File: config.mk
export PLATFORM = sky130hd
export DESIGN_NAME = first_fit_core_node_allocator
export DESIGN_NICKNAME = d
export VERILOG_FILES = /design/src/rtl/ffa_pkg.sv /design/src/rtl/ffa_ctrl.sv /design/src/rtl/ffa_datapath.sv /design/src/rtl/first_fit_core_node_allocator.sv
export SDC_FILE = /design/constraint.sdc
export NUM_CORES = 2
export LEC_CHECK = 0
export ABC_AREA = 1
export BUFFER_PORTS_ARGS = -buffer_cell sky130_fd_sc_hd__buf_2
export CAP_MARGIN = 25
export CORE_MARGIN = 3
export CORE_UTILIZATION = 30
export CTS_CLUSTER_SIZE = 28
export DETAILED_ROUTE_END_ITERATION = 8
export PLACE_DENSITY = 0.43
export RECOVER_POWER = 25
export SYNTH_ARGS = -nofsm -noshare
export SYNTH_HDL_FRONTEND = slang
export SYNTH_SLANG_ARGS = --single-unit
File: constraint.sdc
create_clock -name clk -period 24.5 [get_ports clk]
set_input_delay 3.675 -clock clk [delete_from_list [all_inputs] [get_ports clk]]
set_output_delay 3.675 -clock clk [all_outputs]
set_load 0.02 [all_outputs]
File: src/rtl/ffa_pkg.sv
`timescale 1ns / 1ps
// -----------------------------------------------------------------------------
// ffa_pkg: shared types and constants for the first-fit node allocator
// Request and response payloads, controller states, command/status bundles.
// -----------------------------------------------------------------------------
package ffa_pkg;

	localparam int NODES     = 3;
	localparam int MAX_CORES = 64;
	localparam int MAP_W     = 64;   // bitmap width of every node
	localparam int CNT_W     = 7;    // core count width
	localparam int NODE_W    = 2;    // node number width
	localparam int CHUNK     = 8;    // bits per count chunk
	localparam int CHUNKS    = MAP_W / CHUNK;
	localparam int CHUNK_CW  = $clog2(CHUNK + 1);
	localparam int LOC_W     = $clog2(CHUNK);

	localparam logic OP_ALLOC   = 1'b0;
	localparam logic OP_RELEASE = 1'b1;

	typedef struct packed {
		logic              opcode;
		logic [CNT_W-1:0]  req_cores;
		logic              req_accel;
		logic [NODE_W-1:0] release_node;
		logic [MAP_W-1:0]  release_mask;
		logic              release_accel;
	} ffa_req_t;

	typedef struct packed {
		logic              granted;
		logic [NODE_W-1:0] grant_node;
		logic [MAP_W-1:0]  grant_mask;
		logic [CNT_W-1:0]  free_count;
	} ffa_rsp_t;

	typedef enum logic [2:0] {
		ST_IDLE,
		ST_REL,
		ST_CNT,
		ST_SUM,
		ST_EVAL
	} ffa_state_t;

	typedef struct packed {
		logic capture;    // latch request, rewind node pointer
		logic apply_rel;  // apply release, emit result
		logic count;      // per-chunk counts of current node
		logic sum;        // chunk prefix sums and total
		logic eval;       // decide, commit, maybe emit
		logic next_node;  // advance node pointer
	} ffa_cmd_t;

	typedef struct packed {
		logic qualify;
		logic last_node;
	} ffa_status_t;

	// Usable-core mask; counts above MAX_CORES saturate.
	function automatic logic [MAP_W-1:0] usable_mask(input logic [CNT_W-1:0] n);
		logic [MAP_W-1:0] m;
		m = '0;
		for (int i = 0; i < MAP_W; i++) begin
			m[i] = (CNT_W'(i) < n) && (i < MAX_CORES);
		end
		return m;
	endfunction

endpackage

File: src/rtl/ffa_ctrl.sv
`timescale 1ns / 1ps
// -----------------------------------------------------------------------------
// ffa_ctrl: allocator sequencer
// Walks release and per-node count/sum/evaluate steps, drives datapath commands.
// -----------------------------------------------------------------------------
module ffa_ctrl (
	input  logic                clk,
	input  logic                arst_n,
	input  logic                start,
	input  logic                opcode,
	input  ffa_pkg::ffa_status_t status,
	output ffa_pkg::ffa_cmd_t    cmd,
	output logic                busy
);
	import ffa_pkg::*;

	ffa_state_t state_q, state_d;

	always_ff @(posedge clk or negedge arst_n) begin
		if (!arst_n) begin
			state_q <= ST_IDLE;
		end else begin
			state_q <= state_d;
		end
	end

	always_comb begin
		state_d = state_q;
		cmd     = '0;
		busy    = (state_q != ST_IDLE);
		unique case (state_q)
			ST_IDLE: begin
				if (start) begin
					cmd.capture = 1'b1;
					state_d     = (opcode == OP_RELEASE) ? ST_REL : ST_CNT;
				end
			end
			ST_REL: begin
				cmd.apply_rel = 1'b1;
				state_d       = ST_IDLE;
			end
			ST_CNT: begin
				cmd.count = 1'b1;
				state_d   = ST_SUM;
			end
			ST_SUM: begin
				cmd.sum = 1'b1;
				state_d = ST_EVAL;
			end
			ST_EVAL: begin
				cmd.eval = 1'b1;
				if (status.qualify || status.last_node) begin
					state_d = ST_IDLE;
				end else begin
					cmd.next_node = 1'b1;
					state_d       = ST_CNT;
				end
			end
			default: state_d = ST_IDLE;
		endcase
	end

endmodule

File: src/rtl/ffa_datapath.sv
`timescale 1ns / 1ps
// -----------------------------------------------------------------------------
// ffa_datapath: busy stores, free-core counting and lowest-bit selection
// Holds node bitmaps and accelerator flags, the config register and the result.
// -----------------------------------------------------------------------------
module ffa_datapath (
	input  logic                        clk,
	input  logic                        arst_n,
	input  ffa_pkg::ffa_req_t           req,
	input  logic                        cfg_we,
	input  logic [ffa_pkg::CNT_W-1:0]   cfg_wdata,
	input  ffa_pkg::ffa_cmd_t           cmd,
	output ffa_pkg::ffa_status_t        status,
	output logic                        done,
	output ffa_pkg::ffa_rsp_t           rsp
);
	import ffa_pkg::*;

	logic [MAP_W-1:0]  usable_q;
	logic [MAP_W-1:0]  busy_q [NODES];
	logic [NODES-1:0]  accel_q;
	ffa_req_t          req_q;
	logic [NODE_W-1:0] node_q;
	logic              done_q;
	ffa_rsp_t          rsp_q;

	// scan pipeline registers
	logic [MAP_W-1:0]    free_s1;
	logic [LOC_W-1:0]    loc_s1 [MAP_W];
	logic [CHUNK_CW-1:0] cnt_s1 [CHUNKS];
	logic [CNT_W-1:0]    pre_s2 [CHUNKS];
	logic [CNT_W-1:0]    avail_s2;

	logic [MAP_W-1:0]    free_d;
	logic [LOC_W-1:0]    loc_d [MAP_W];
	logic [CHUNK_CW-1:0] cnt_d [CHUNKS];
	logic [CNT_W-1:0]    pre_d [CHUNKS];
	logic [CNT_W-1:0]    avail_d;
	logic [MAP_W-1:0]    mask_d;
	logic                blocked;
	logic                qualify;
	logic                last_node;
	logic                rel_ok;

	// count stage: free bits, per-chunk counts and in-chunk rank
	always_comb begin
		logic [CHUNK_CW-1:0] run;
		free_d = ~busy_q[node_q] & usable_q;
		for (int c = 0; c < CHUNKS; c++) begin
			run = '0;
			for (int j = 0; j < CHUNK; j++) begin
				loc_d[c*CHUNK+j] = run[LOC_W-1:0];
				run = run + CHUNK_CW'(free_d[c*CHUNK+j]);
			end
			cnt_d[c] = run;
		end
	end

	// sum stage: chunk prefix counts
	always_comb begin
		pre_d[0] = '0;
		for (int c = 1; c < CHUNKS; c++) begin
			pre_d[c] = pre_d[c-1] + CNT_W'(cnt_s1[c-1]);
		end
		avail_d = pre_d[CHUNKS-1] + CNT_W'(cnt_s1[CHUNKS-1]);
	end

	// evaluate stage: qualify and pick lowest free cores
	always_comb begin
		blocked   = req_q.req_accel && accel_q[node_q];
		qualify   = !blocked && (req_q.req_cores != '0) && (avail_s2 >= req_q.req_cores);
		last_node = (node_q == NODE_W'(NODES - 1));
		rel_ok    = ({1'b0, req_q.release_node} < (NODE_W + 1)'(NODES));
		for (int i = 0; i < MAP_W; i++) begin
			mask_d[i] = free_s1[i] &&
				(({1'b0, pre_s2[i/CHUNK]} + (CNT_W + 1)'(loc_s1[i])) <
				 {1'b0, req_q.req_cores});
		end
	end

	assign status.qualify   = qualify;
	assign status.last_node = last_node;

	always_ff @(posedge clk or negedge arst_n) begin
		if (!arst_n) begin
			usable_q <= '1;
			accel_q  <= '0;
			node_q   <= '0;
			done_q   <= 1'b0;
			for (int n = 0; n < NODES; n++) begin
				busy_q[n] <= '0;
			end
		end else begin
			if (cfg_we) begin
				usable_q <= usable_mask(cfg_wdata);
			end
			if (cmd.capture) begin
				node_q <= '0;
			end else if (cmd.next_node) begin
				node_q <= node_q + 1'b1;
			end
			done_q <= cmd.apply_rel || (cmd.eval && (qualify || last_node));
			for (int n = 0; n < NODES; n++) begin
				if (cmd.apply_rel && (req_q.release_node == NODE_W'(n))) begin
					busy_q[n] <= busy_q[n] & ~req_q.release_mask;
					if (req_q.release_accel) begin
						accel_q[n] <= 1'b0;
					end
				end
				if (cmd.eval && qualify && (node_q == NODE_W'(n))) begin
					busy_q[n] <= busy_q[n] | mask_d;
					if (req_q.req_accel) begin
						accel_q[n] <= 1'b1;
					end
				end
			end
		end
	end

	// payload registers
	always_ff @(posedge clk) begin
		if (cmd.capture) begin
			req_q <= req;
		end
		if (cmd.count) begin
			free_s1 <= free_d;
			loc_s1  <= loc_d;
			cnt_s1  <= cnt_d;
		end
		if (cmd.sum) begin
			pre_s2   <= pre_d;
			avail_s2 <= avail_d;
		end
		if (cmd.apply_rel) begin
			rsp_q.granted    <= rel_ok;
			rsp_q.grant_node <= req_q.release_node;
			rsp_q.grant_mask <= '0;
			rsp_q.free_count <= '0;
		end else if (cmd.eval && (qualify || last_node)) begin
			rsp_q.granted    <= qualify;
			rsp_q.grant_node <= qualify ? node_q : '0;
			rsp_q.grant_mask <= qualify ? mask_d : '0;
			rsp_q.free_count <= blocked ? '0 : avail_s2;
		end
	end

	assign done = done_q;
	assign rsp  = rsp_q;

endmodule

File: src/rtl/first_fit_core_node_allocator.sv
`timescale 1ns / 1ps
// -----------------------------------------------------------------------------
// first_fit_core_node_allocator: first-fit core and accelerator allocator
// Allocates lowest free cores on the first node that fits; frees on release.
// -----------------------------------------------------------------------------
// A transaction is taken when start is high and busy is low. Its result comes
// back exactly once, on rsp with done high for one cycle, and must be captured
// then: there is no backpressure. A release shows its result in the cycle busy
// drops. An allocate examines 1 up to 3 nodes, and each node passes through
// the shared three-step scan datapath (count free cores per byte chunk,
// prefix-sum the chunks, compare and pick the lowest free cores). done rises
// in the cycle busy falls. cfg_we/cfg_wdata set cores_per_node (reset 64,
// values above 64 saturate) and must only be written while the block is idle.
// Both busy stores clear at reset; no clearing pass is needed.
// -----------------------------------------------------------------------------
module first_fit_core_node_allocator (
	input  logic                      clk,
	input  logic                      arst_n,
	input  logic                      start,
	output logic                      busy,
	input  ffa_pkg::ffa_req_t         req,
	output logic                      done,
	output ffa_pkg::ffa_rsp_t         rsp,
	input  logic                      cfg_we,
	input  logic [ffa_pkg::CNT_W-1:0] cfg_wdata
);
	import ffa_pkg::*;

	ffa_cmd_t    cmd;
	ffa_status_t status;

	// sequencer: one state per scan step, controller only sees qualify/last
	ffa_ctrl u_ctrl (
		.clk    (clk),
		.arst_n (arst_n),
		.start  (start),
		.opcode (req.opcode),
		.status (status),
		.cmd    (cmd),
		.busy   (busy)
	);

	// stores, counting logic and result register
	ffa_datapath u_dp (
		.clk       (clk),
		.arst_n    (arst_n),
		.req       (req),
		.cfg_we    (cfg_we),
		.cfg_wdata (cfg_wdata),
		.cmd       (cmd),
		.status    (status),
		.done      (done),
		.rsp       (rsp)
	);

endmodule

==> impl_metrics.json <==
{
  "fin_crit_sh": 0.3728,
  "syn-mean-instance-area_sq_um": 10.07,
  "async_reset_ff_frac": 0.3807,
  "synth_top_area_frac": 0.2553,
  "finClkSkew_ns": 0.03020,
  "yosys_register_bits": 696,
  "drt_iter0_drc": 1995,
  "initial_core_util": 0.3027,
  "required_ns": 24.54,
  "crit_slowest_cell": "clkbuf_1",
  "grt_usage": 0.1877,
  "drive_gt1_frac": 0.1077,
  "final_nets": 5124,
  "viasPerCell": 4.933,
  "r2r-start": "u_ctrl.state_q[2]$_DFFE_PN0P_",
  "cp.arrival_ns": 9.18,
  "cts_tree": "yes",
  "rr_worst_depth": 3,
  "numCtsBuffers": 87,
  "cp-start-kind": "flop",
  "syn_inst": 4205,
  "fmaxAchievable_ghz": 0.1095,
  "finalMaxSlewViolations": 460,
  "post-dp-hpwl_mm": 96.40,
  "cts_hold_buf": 0,
  "cp.depth": 3,
  "synthFlopType": "edfxtp_1",
  "hold_class": "flop to flop",
  "setup_violations": 0,
  "synth.distinct_cells": 57,
  "fin_area_sq_um": 48360,
  "cts_sinks": 696,
  "ant_nets": 0,
  "grt_pass1_vias": 31450,
  "placed_area_sq_um": 45420,
  "slew_headroom": -4.061,
  "io_pins": 163,
  "violations": "max-capacitance violations, max-slew violations",
  "ff_latch_area_sq_um": 18950,
  "port_buffers": 162,
  "worstSkewPairLatency_ns": 0.69,
  "finalSetupTns_ns": 0,
  "whs_path_depth": 2,
  "antenna_found_initial": 14,
  "yosys.area.top_type": "edfxtp_1",
  "drt-wirelength-per-cell_um": 21.70,
  "nFillCells": 14290,
  "core-area_sq_um": 139900,
  "area_growth_pct": 14.20,
  "vias": 31270,
  "rsz0062_at_grt": "false",
  "wl_mm": 137.5,
  "syn-cell-area_sq_um": 42350,
  "grt_pass1_wl_mm": 206.4,
  "route.detailed.drc": 0,
  "synthesis.nets": 4946,
  "clkSlewWorstSetupHoldPaths_ns": 0.06,
  "cp-startpoint": "u_ctrl.state_q[2]$_DFFE_PN0P_",
  "synth_top_cells_by_area": "edfxtp_1 (26%), ha_1 (17%), dfrtp_1 (12%), o21ai_0 (6.9%), xor2_1 (4.9%)",
  "hp-start": "u_dp.rsp[5]$_SDFFE_PP0P_",
  "slowest_delay_ns": 5.38,
  "dieWidth_um": 381.7,
  "worstMarginPinSlew_ns": 7.591,
  "ctsResizeCount": 0,
  "num_rows": 137,
  "h-tree-depth": 3,
  "crit_buf_inv": 2,
  "worstSetupPathType": "flop to flop",
  "cts_setup_buffers": 0,
  "grt_max_degree": 133,
  "overflow": 0,
  "multiInputGateArea_sq_um": 21440,
  "cp_max_fo": 132,
  "crit_path_end_kind": "flop",
  "dieArea_sq_um": 145700,
  "period_needed_ns": 9.133,
  "drv_cap": 8,
  "drt_pre_antenna_iters": 5,
  "cp_cell_sequence": "nor3_1 -> clkbuf_1 -> clkbuf_1",
  "synth_edf_count": 360,
  "clockRootBuffer": "clkbuf_16",
  "ys_seq_area_frac": 0.4473,
  "ctsLongestPathBuffers": 3,
  "crit_family": "buffers and inverters",
  "outcome": "finished, violations left",
  "yosysWarnings": 0,
  "place.gp.congestion": 0.8091,
  "hold_viol": 0,
  "crit_path_frequent_cell": "clkbuf_1",
  "dieHeight_um": 381.7
}
## kinds of logic (layout without fill, tap and decap cells)
logic type,Yosys count,in the layout,synth area share
AO/OA/AOI/OAI,1074,1074,0.1435
flip-flops,696,696,0.4473
AND/OR/NAND/NOR,1000,1000,0.1016
buffers and inverters,511,764,0.04695
XOR/XNOR,270,270,0.05584
other,0,5,0
adder cells (fa/ha/maj),654,654,0.2048
## worst register-to-register path: cells and delay by family, from the launching register on
family                 cells  cell delay [ns]
buffers and inverters      2             7.42
flip-flops                 1             0.43
AND/OR/NAND/NOR            1             0.41
## final timing paths
check	endpoint	slack [ns]
max	u_dp.loc_s1[8]$_DFFE_PP_	15.37
min	u_dp.rsp[5]$_SDFFE_PP0P_	0.44
max reg2reg	u_dp.loc_s1[8]$_DFFE_PP_	15.37
min reg2reg	u_dp.rsp[5]$_SDFFE_PP0P_	0.44
max in group asynchronous	u_dp.busy_q[27]$_DFFE_PN0P_	19.07
min in group asynchronous	u_dp.node_q[0]$_DFFE_PN0P_	2.95
## cell usage in the layout (no fill, tap or decap), types with 43 or more instances in the layout
cell       Yosys  layout
o211ai_1      54      54
fa_1          65      65
clkbuf_16      0      88
o21a_1        43      43
dfstp_2       64      64
a311oi_1      60      60
nand3_1      183     182
nor2_1       247     247
a21oi_1      220     220
dfxtp_1       71      71
xor2_1       238     238
buf_2         19     161
dfrtp_1      201     199
edfxtp_1     360     360
ha_1         589     589
inv_1        367     358
o21ai_0      584     584
nand2_1      468     466
## synthesized netlist by cell type, drive strengths merged, types with 3 or more instances
| cell type | count |
|---|---|
| fa | 65 |
| o221ai | 18 |
| buf | 33 |
| xor2 | 238 |
| o211a | 4 |
| ha | 589 |
| dfstp | 64 |
| a22oi | 6 |
| nand4 | 30 |
| nor3 | 12 |
| inv | 380 |
| a21boi | 5 |
| nand3 | 188 |
| o21ai | 624 |
| nand2 | 491 |
| a311oi | 60 |
| or2 | 7 |
| clkinv | 8 |
| clkbuf | 90 |
| o21a | 43 |
| a21oi | 221 |
| nand3b | 11 |
| nor3b | 7 |
| a31oi | 14 |
| nor2 | 252 |
| xnor2 | 32 |
| edfxtp | 360 |
| o211ai | 54 |
| o2111a | 4 |
| a21o | 3 |
| dfxtp | 71 |
| dfrtp | 201 |
| a22o | 9 |
## sequential cells by signal, summed over array words and instances (netlist names)
| name | count |
|---|---|
| u_ctrl.state_q | 3 |
| u_dp.accel_q | 3 |
| u_dp.avail_s2 | 7 |
| u_dp.busy_q | 192 |
| u_dp.cnt_s1 | 32 |
| u_dp.done | 1 |
| u_dp.free_s1 | 64 |
| u_dp.loc_s1 | 136 |
| u_dp.node_q | 2 |
| u_dp.pre_s2 | 43 |
| u_dp.req_q | 75 |
| u_dp.rsp | 74 |
| u_dp.usable_q | 64 |
## per-layer routing
layer  GRT usage  vias up  routed length (um)
met5           0        -                  54
met2      0.2934      628               61000
met1      0.2659    15240               65860
met3     0.03193      178                7068
li1            -    15220                   -
met4     0.05418        8                3553
## layout make-up
class	instances	area share
Multi-Input combinational cell	2998	0.4434
Sequential cell	696	0.3918
Tap cell	1876	0.04854
Clock buffer	107	0.04805
Inverter	388	0.03024
Timing Repair Buffer	212	0.02453
Clock inverter	57	0.01320
Antenna cell	5	0.0002587
## per-stage QoR
step	cells	util	hold WS (ns)	setup slack, ns
floorplan	4205	-	0.4307	7.200
global placement	6167	0.3247	0.4289	17.59
detailed placement	6168	0.3247	0.4319	17.62
CTS	6332	0.3459	0.4479	18.38
global route	6334	0.3457	0.4615	14.47
finish	6339	0.3457	0.4424	15.37
Power is left out: the tool's default activity adds up to more than one toggle a clock period on the data nets, which glitch-free logic cannot reach.
